[src/hw/rtl/btd_pkg.sv]
// Shared types and constants for the block transposition decipher.
// Used by btd_ctrl, btd_datapath and block_transposition_decrypt; no dependencies.
`timescale 1ns / 1ps

package btd_pkg;

  // Default block buffer depth. The top level overrides it through its parameter.
  localparam int unsigned MAX_BLOCK_DEF = 16;

  // Fixed widths of the configuration registers and the data bytes.
  localparam int unsigned KEY_W       = 64;
  localparam int unsigned KEY_ENTRY_W = 4;
  localparam int unsigned LEN_W       = 5;
  localparam int unsigned BYTE_W      = 8;
  localparam int unsigned CFG_INDEX_W = 2;
  localparam int unsigned CFG_DATA_W  = 64;

  // Register indexes on the configuration port.
  localparam logic [CFG_INDEX_W-1:0] REG_KEY_TABLE    = 2'd0;
  localparam logic [CFG_INDEX_W-1:0] REG_BLOCK_LENGTH = 2'd1;

  // Reset values. The key resets to the identity permutation.
  localparam logic [KEY_W-1:0] KEY_TABLE_RESET    = 64'hFEDC_BA98_7654_3210;
  localparam logic [LEN_W-1:0] BLOCK_LENGTH_RESET = 5'd16;

  typedef enum logic {
    ST_COLLECT,
    ST_EMIT
  } btd_state_t;

  // Commands from the controller to the datapath.
  typedef struct packed {
    logic load_byte;
    logic clear_fill;
    logic out_load;
    logic pos_inc;
    logic pos_clear;
  } btd_cmd_t;

  // Status from the datapath back to the controller.
  typedef struct packed {
    logic block_full;
    logic last_pos;
    logic out_free;
  } btd_status_t;

endpackage

[src/hw/rtl/btd_ctrl.sv]
// Controller state machine for the block transposition decipher.
// Depends on btd_pkg; drives the command struct of btd_datapath.
`timescale 1ns / 1ps

module btd_ctrl import btd_pkg::*; (
  input  logic        clk,
  input  logic        rst,
  input  logic        cipher_valid,
  output logic        cipher_stall,
  input  btd_status_t status,
  output btd_cmd_t    cmd
);

  btd_state_t state;
  btd_state_t state_next;

  always_ff @(posedge clk) begin
    if (rst) begin
      state <= ST_COLLECT;
    end else begin
      state <= state_next;
    end
  end

  always_comb begin
    state_next = state;
    unique case (state)
      ST_COLLECT: begin
        if (cipher_valid && status.block_full) begin
          state_next = ST_EMIT;
        end
      end
      ST_EMIT: begin
        if (status.out_free && status.last_pos) begin
          state_next = ST_COLLECT;
        end
      end
    endcase
  end

  always_comb begin
    cmd          = '0;
    cipher_stall = 1'b1;
    unique case (state)
      ST_COLLECT: begin
        cipher_stall  = 1'b0;
        cmd.load_byte = cipher_valid;
        cmd.clear_fill = cipher_valid && status.block_full;
      end
      ST_EMIT: begin
        cmd.out_load  = status.out_free;
        cmd.pos_inc   = status.out_free && !status.last_pos;
        cmd.pos_clear = status.out_free && status.last_pos;
      end
    endcase
  end

endmodule

[src/hw/rtl/btd_datapath.sv]
// Datapath of the block transposition decipher: block buffer, fill and position
// counters, inverse key search and the output word register. Depends on btd_pkg.
`timescale 1ns / 1ps

module btd_datapath import btd_pkg::*; #(
  parameter int unsigned MAX_BLOCK = MAX_BLOCK_DEF,
  localparam int unsigned CNT_W = $clog2(MAX_BLOCK + 1),
  localparam int unsigned IDX_W = $clog2(MAX_BLOCK)
) (
  input  logic              clk,
  input  logic              rst,
  input  logic [BYTE_W-1:0] cipher_byte,
  input  logic [KEY_W-1:0]  key_table,
  input  logic [CNT_W-1:0]  eff_len,
  input  btd_cmd_t          cmd,
  output btd_status_t       status,
  output logic [BYTE_W-1:0] plain_byte,
  output logic              block_end,
  output logic              plain_valid,
  input  logic              plain_stall
);

  logic [BYTE_W-1:0] block_store [MAX_BLOCK];
  logic [CNT_W-1:0]  fill_count;
  logic [IDX_W-1:0]  pos;
  logic [IDX_W-1:0]  src;

  // The fill count never reaches MAX_BLOCK before a write, so its low bits index.
  always_ff @(posedge clk) begin
    if (cmd.load_byte) begin
      block_store[fill_count[IDX_W-1:0]] <= cipher_byte;
    end
  end

  always_ff @(posedge clk) begin
    if (rst) begin
      fill_count <= '0;
    end else if (cmd.clear_fill) begin
      fill_count <= '0;
    end else if (cmd.load_byte) begin
      fill_count <= fill_count + CNT_W'(1);
    end
  end

  always_ff @(posedge clk) begin
    if (rst) begin
      pos <= '0;
    end else if (cmd.pos_clear) begin
      pos <= '0;
    end else if (cmd.pos_inc) begin
      pos <= pos + IDX_W'(1);
    end
  end

  // Lowest block position whose key entry names the current output position;
  // position 0 when no entry in the active block matches.
  always_comb begin
    src = '0;
    for (int p = MAX_BLOCK - 1; p >= 0; p--) begin
      if ((CNT_W'(p) < eff_len) &&
          (key_table[KEY_ENTRY_W*p +: KEY_ENTRY_W] == KEY_ENTRY_W'(pos))) begin
        src = IDX_W'(p);
      end
    end
  end

  always_comb begin
    status.block_full = (fill_count + CNT_W'(1)) >= eff_len;
    status.last_pos   = (CNT_W'(pos) + CNT_W'(1)) == eff_len;
    status.out_free   = !plain_valid || !plain_stall;
  end

  always_ff @(posedge clk) begin
    if (rst) begin
      plain_valid <= 1'b0;
    end else if (cmd.out_load) begin
      plain_valid <= 1'b1;
    end else if (!plain_stall) begin
      plain_valid <= 1'b0;
    end
  end

  always_ff @(posedge clk) begin
    if (cmd.out_load) begin
      plain_byte <= block_store[src];
      block_end  <= status.last_pos;
    end
  end

`ifndef NO_ASSERTIONS
  a_fill_in_range: assert property (@(posedge clk) disable iff (rst)
    fill_count < CNT_W'(MAX_BLOCK))
    else $error("fill count reached the buffer depth");

  a_no_overwrite: assert property (@(posedge clk) disable iff (rst)
    cmd.out_load |-> (!plain_valid || !plain_stall))
    else $error("output word overwritten before it was taken");

  a_fill_cleared: assert property (@(posedge clk) disable iff (rst)
    (cmd.load_byte && status.block_full) |=> (fill_count == '0))
    else $error("fill count not cleared after a full block");

  a_end_marks_last: assert property (@(posedge clk) disable iff (rst)
    (cmd.out_load && status.last_pos) |=> (plain_valid && block_end))
    else $error("last word of a block not marked");

  a_phases_apart: assert property (@(posedge clk) disable iff (rst)
    cmd.load_byte |-> !cmd.out_load)
    else $error("block gathered and emitted in the same cycle");
`endif

endmodule

[src/hw/rtl/block_transposition_decrypt.sv]
// Top level of the block transposition decipher: configuration registers,
// effective block length, and the btd_ctrl / btd_datapath pair. Depends on btd_pkg.
`timescale 1ns / 1ps

//  Channel   Direction  Signals                          Accepted when
//  cipher    in         cipher_byte                      cipher_valid && !cipher_stall
//  plain     out        plain_byte, block_end            plain_valid && !plain_stall
//  config    in         cfg_index, cfg_data              cfg_write
//
// A block of L bytes is gathered in L accepted input words, one per cycle. The
// block is then read out of the single block buffer one word per cycle through the
// output register, pausing while the output is stalled; the input is stalled until
// the last word of the block has been loaded into the output register.
// Reset is synchronous and active high; it clears the fill count, the output
// valid, the position counter and the state machine and restores the key and the block length.
// While the output is stalled the current word holds and readout pauses.

module block_transposition_decrypt import btd_pkg::*; #(
  parameter int unsigned MAX_BLOCK = MAX_BLOCK_DEF
) (
  input  logic                   clk,
  input  logic                   rst,
  input  logic [BYTE_W-1:0]      cipher_byte,
  input  logic                   cipher_valid,
  output logic                   cipher_stall,
  output logic [BYTE_W-1:0]      plain_byte,
  output logic                   block_end,
  output logic                   plain_valid,
  input  logic                   plain_stall,
  input  logic                   cfg_write,
  input  logic [CFG_INDEX_W-1:0] cfg_index,
  input  logic [CFG_DATA_W-1:0]  cfg_data
);

  localparam int unsigned CNT_W = $clog2(MAX_BLOCK + 1);

  logic [KEY_W-1:0] key_table;
  logic [LEN_W-1:0] block_length;
  logic [CNT_W-1:0] eff_len;
  btd_cmd_t         cmd;
  btd_status_t      status;

  // Configuration registers. Writes to indexes outside the list are ignored.
  always_ff @(posedge clk) begin
    if (rst) begin
      key_table    <= KEY_TABLE_RESET;
      block_length <= BLOCK_LENGTH_RESET;
    end else if (cfg_write) begin
      unique case (cfg_index)
        REG_KEY_TABLE:    key_table    <= cfg_data[KEY_W-1:0];
        REG_BLOCK_LENGTH: block_length <= cfg_data[LEN_W-1:0];
        default: ;
      endcase
    end
  end

  // A zero length acts as one byte; lengths beyond the buffer act as a full buffer.
  always_comb begin
    priority if (block_length == '0) begin
      eff_len = CNT_W'(1);
    end else if (block_length > LEN_W'(MAX_BLOCK)) begin
      eff_len = CNT_W'(MAX_BLOCK);
    end else begin
      eff_len = CNT_W'(block_length);
    end
  end

  // The controller alternates between gathering a block and reading it out.
  btd_ctrl u_ctrl (
    .clk          (clk),
    .rst          (rst),
    .cipher_valid (cipher_valid),
    .cipher_stall (cipher_stall),
    .status       (status),
    .cmd          (cmd)
  );

  // The datapath holds the block buffer, the inverse key search and the output word.
  btd_datapath #(
    .MAX_BLOCK (MAX_BLOCK)
  ) u_datapath (
    .clk         (clk),
    .rst         (rst),
    .cipher_byte (cipher_byte),
    .key_table   (key_table),
    .eff_len     (eff_len),
    .cmd         (cmd),
    .status      (status),
    .plain_byte  (plain_byte),
    .block_end   (block_end),
    .plain_valid (plain_valid),
    .plain_stall (plain_stall)
  );

endmodule
[config.mk]
export PLATFORM = sky130hd
export DESIGN_NAME = block_transposition_decrypt
export DESIGN_NICKNAME = d
export VERILOG_FILES = /design/src/hw/rtl/btd_pkg.sv /design/src/hw/rtl/btd_ctrl.sv /design/src/hw/rtl/btd_datapath.sv /design/src/hw/rtl/block_transposition_decrypt.sv
export SDC_FILE = /design/constraint.sdc
export NUM_CORES = 1
export LEC_CHECK = 0
export ABC_AREA = 1
export BUFFER_PORTS_ARGS = -buffer_cell sky130_fd_sc_hd__buf_2
export CAP_MARGIN = 20
export CORE_MARGIN = 2
export CORE_UTILIZATION = 25
export DETAILED_ROUTE_END_ITERATION = 10
export MAX_ROUTING_LAYER = met4
export SYNTH_ARGS = -nofsm -noshare
export SYNTH_HDL_FRONTEND = slang
export SYNTH_SLANG_ARGS = --single-unit
[constraint.sdc]
create_clock -name clk -period 6.3 [get_ports clk]
set_input_delay 0.63 -clock clk [delete_from_list [all_inputs] [get_ports clk]]
set_output_delay 0.63 -clock clk [all_outputs]
set_load 0.005 [all_outputs]
==> flow_summary_export.csv <==
group,metric,value,unit
floorplan,core-area,40920,µm²
sta,rsz0062_at_grt,"false",
synthesis,async_flop_share,0,%
synthesis,synth_ff_type,"edfxtp_1",
setup_path,worstSetupEndpointType,"flop",
cts,post-cts-setup-buffers,0,
cells_and_area,layoutNonFillerInstCount,1765,
hold_path,hold_path.class,"in2reg",
power_and_ir_drop,vdd_drop_max,0.0001817,V
placement,dpl_cell_area,11200,µm²
placement,hpwl,17910,µm
synthesis,post-synth-top-count-cell,"nand2_1",
cells_and_area,finalNetCount,1303,
cells_and_area,n_antenna_cell,0,
global_routing,grt_start_max_net_pins,72,
setup_path,crit_arrival,4.83,ns
placement,io_buffers,89,
placement,pre_cts_ws,1.778,ns
detailed_routing,wirelength,26940,µm
cts,clk-insertion-delay-late,0.54,ns
hold_path,hold_path_end,"u_datapath.plain_valid$_SDFFE_PP0P_",
setup_path,ff2ff_path_depth,15,
synthesis,avgSynthCellArea,9.024,µm²
setup_path,rrSetupSlack,1.76,ns
hold_path,min-delay-start,"rst",
global_routing,grt_busiest_layer,"met2",
synthesis,syn_inst,1153,
floorplan,rows,74,
cts,cts-buffers-inserted,24,
cts,numClockSinks,217,
detailed_routing,wl_per_cell,15.26,µm
synthesis,yosysSeqAreaShare,54.93,%
cts,ctsResizeCount,0,
detailed_routing,vias_per_cell,4.511,
sta,hold_ws,0.2839,ns
setup_path,critPathBufInv,2,
cts,cts_max_level,1,
detailed_routing,drt_iter0_markers,664,
synthesis,synth_top_area_share,39.54,%
cts,path_clk_slew,0.07,ns
setup_path,reg2reg_to,"u_datapath.plain_byte[6]$_DFFE_PP_",
synthesis,synth-seq-cells,217,
cts,ctsHoldBuffers,0,
setup_path,crit_chain,"inv_2, a221oi_1, nand2_1, nor3_2, inv_2, nand2_1, nand2_1, nand3_2, nand3_4, nand2_4, nand2_1, nand3_1, nand3_1, nand3_1, nand2_1",
sta,setup_slack,1.765,ns
global_routing,first_global_vias,7496,
hold_path,whs_path_depth,2,
setup_path,crit_type,"reg2reg",
cells_and_area,ff_latch_area,5715,µm²
setup_path,cp_max_fo,65,
synthesis,synth_edf_count,137,
sta,finalSetupViolCount,0,
setup_path,startpoint_type,"flop",
cells_and_area,num-fill-cells,4383,
detailed_routing,ant_nets,0,
cts,cts-root-buf,"clkbuf_16",
global_routing,use_met3,2.234,%
setup_path,cp.required,6.59,ns
placement,gp_congestion,0.8659,
detailed_routing,drc_errors,0,
cts,ctsLongestPathBuffers,3,
synthesis,syn-cell-area,10400,µm²
power_and_ir_drop,p_leak,5.040,nW
sta,tightest_slew,1.027,ns
synthesis,synth_nets,1241,
cells_and_area,syn2layout_area_growth,14.78,%
floorplan,pin_count,90,
sta,finalHoldViolCount,0,
sta,period_minus_slack,4.535,ns
sta,skew,0.01142,ns
placement,dp.cells,1721,
global_routing,grt_pass1_wl,42320,µm
sta,slew_violations,0,
synthesis,yosysWarnings,0,
sta,period_share,71.99,%
run,maxCapViolCount,0,
sta,max_slew_margin,31.46,%
sta,fin_tns_setup,0,ns
setup_path,path_delay_family,"simple AND/OR/NAND/NOR gates",
power_and_ir_drop,powerDensity,270.3,nW/µm²
cells_and_area,stdcell_area,11940,µm²
synthesis,synth_area_leaders,"edfxtp_1, dfxtp_1, nand2_1, nand3_1, inv_1",
cells_and_area,multi_input_area,3840,µm²
global_routing,gr-total-overflow,0,
floorplan,die_w,208.0,µm
synthesis,ys_top_cells_by_count,"nand2_1, nand3_1, edfxtp_1",
global_routing,groute.usage.overall,12.62,%
global_routing,grt_use_met2,18.75,%
cts,cts_tree,"built",
detailed_routing,firstDrtPassIters,7,
setup_path,cp_common_cell,"nand2_1",
sta,fmax,0.2205,GHz
global_routing,antenna_found_initial,0,
synthesis,synth_cell_types,50,
floorplan,die-area,43270,µm²
setup_path,slowest_delay,0.95,ns
synthesis,yosysTopAreaCell,"edfxtp_1",
outcome,status,"completed",
global_routing,met1_usage,17.83,%
setup_path,r2r_start,"u_datapath.pos[0]$_SDFFE_PP0P_",
floorplan,die-height,208.0,µm
cells_and_area,drive_above_1_share,14.76,%
floorplan,initial_utilization,25.42,%
setup_path,slowest_stage,"dfxtp_1",
detailed_routing,vias,7962,
## worst max path at each step
stage                                   start                                  to  slack [ns]  cells after the start
6_report       u_datapath.pos[0]$_SDFFE_PP0P_  u_datapath.plain_byte[6]$_DFFE_PP_        1.76                     15
5_1_grt        u_datapath.pos[0]$_SDFFE_PP0P_  u_datapath.plain_byte[6]$_DFFE_PP_        1.34                     15
4_1_cts        u_datapath.pos[0]$_SDFFE_PP0P_  u_datapath.plain_byte[3]$_DFFE_PP_        1.76                     17
3_5_place_dp   u_datapath.pos[0]$_SDFFE_PP0P_  u_datapath.plain_byte[3]$_DFFE_PP_        1.78                     17
3_3_place_gp   u_datapath.pos[0]$_SDFFE_PP0P_  u_datapath.plain_byte[6]$_DFFE_PP_        1.77                     17
2_1_floorplan  u_datapath.pos[0]$_SDFFE_PP0P_  u_datapath.plain_byte[0]$_DFFE_PP_        4.01                     23
## cells by family (layout without fill, tap and decap cells)
kind of cell | after synthesis | in the layout | synth area share [%]
and+or+nand+nor | 595 | 595 | 26.38
DFF | 217 | 217 | 54.93
buffers and inverters | 191 | 271 | 8.213
AOI/OAI and AO/OA | 89 | 89 | 5.014
xor gates and xnor gates | 52 | 52 | 4.377
adders and majority gates | 9 | 9 | 1.082
## through the flow
stage	total power, mW	util [%]
floorplan	1.818	-
global placement	1.914	27.36
detailed placement	1.919	27.38
CTS	3.255	29.18
global route	3.362	29.18
finish	3.228	29.18
## area by class of cell
type	count	share of cell area [%]
repair buffers	94	4.044
well taps	532	5.574
inverters	133	4.191
clock inverters	12	0.9010
clock buffers	32	5.280
multi-input cells	745	32.15
flip-flops and latches	217	47.86
## flip-flops by register name, indices dropped and copies added (netlist names)
name and flops:
block_length 5, u_datapath.pos 4, key_table 64, u_datapath.plain_valid 1, u_datapath.block_store 128, u_ctrl.state 1, u_datapath.block_end 1, u_datapath.plain_byte 8
u_datapath.fill_count 5
## report_power, final
group | total, mW | internal [mW] | switching, mW
clock | 1.34 | 0.752 | 0.585
combinational | 0.312 | 0.0942 | 0.218
sequential | 1.58 | 1.55 | 0.0259
## cell usage in the layout (no fill, tap or decap), drive strengths merged, types with 10 or more instances in the layout
cell type,count
nand3,185
o21ai,47
dfxtp,80
o211ai,10
nand2,258
nor2,116
clkinv,12
a21oi,20
inv,131
nand3b,16
xor2,34
clkbuf,32
buf,94
edfxtp,137
xnor2,18
## metal layers
| layer | vias to the layer above | routed length (µm) |
|---|---|---|
| met5 | - | 0 |
| met4 | 0 | 556 |
| met3 | 41 | 1814 |
| met2 | 301 | 11790 |
| met1 | 3698 | 12770 |
| li1 | 3922 | - |
## worst reg2reg max path, cell delays in order, from the launching register on
cell and delay, ns:
dfxtp_1 0.95, inv_2 0.32, a221oi_1 0.35, nand2_1 0.10, nor3_2 0.17, inv_2 0.04
nand2_1 0.07, nand2_1 0.06, nand3_2 0.07, nand3_4 0.65, nand2_4 0.91, nand2_1 0.12
nand3_1 0.12, nand3_1 0.17, nand3_1 0.14, nand2_1 0.06
(Power assumes the default switching activity.)
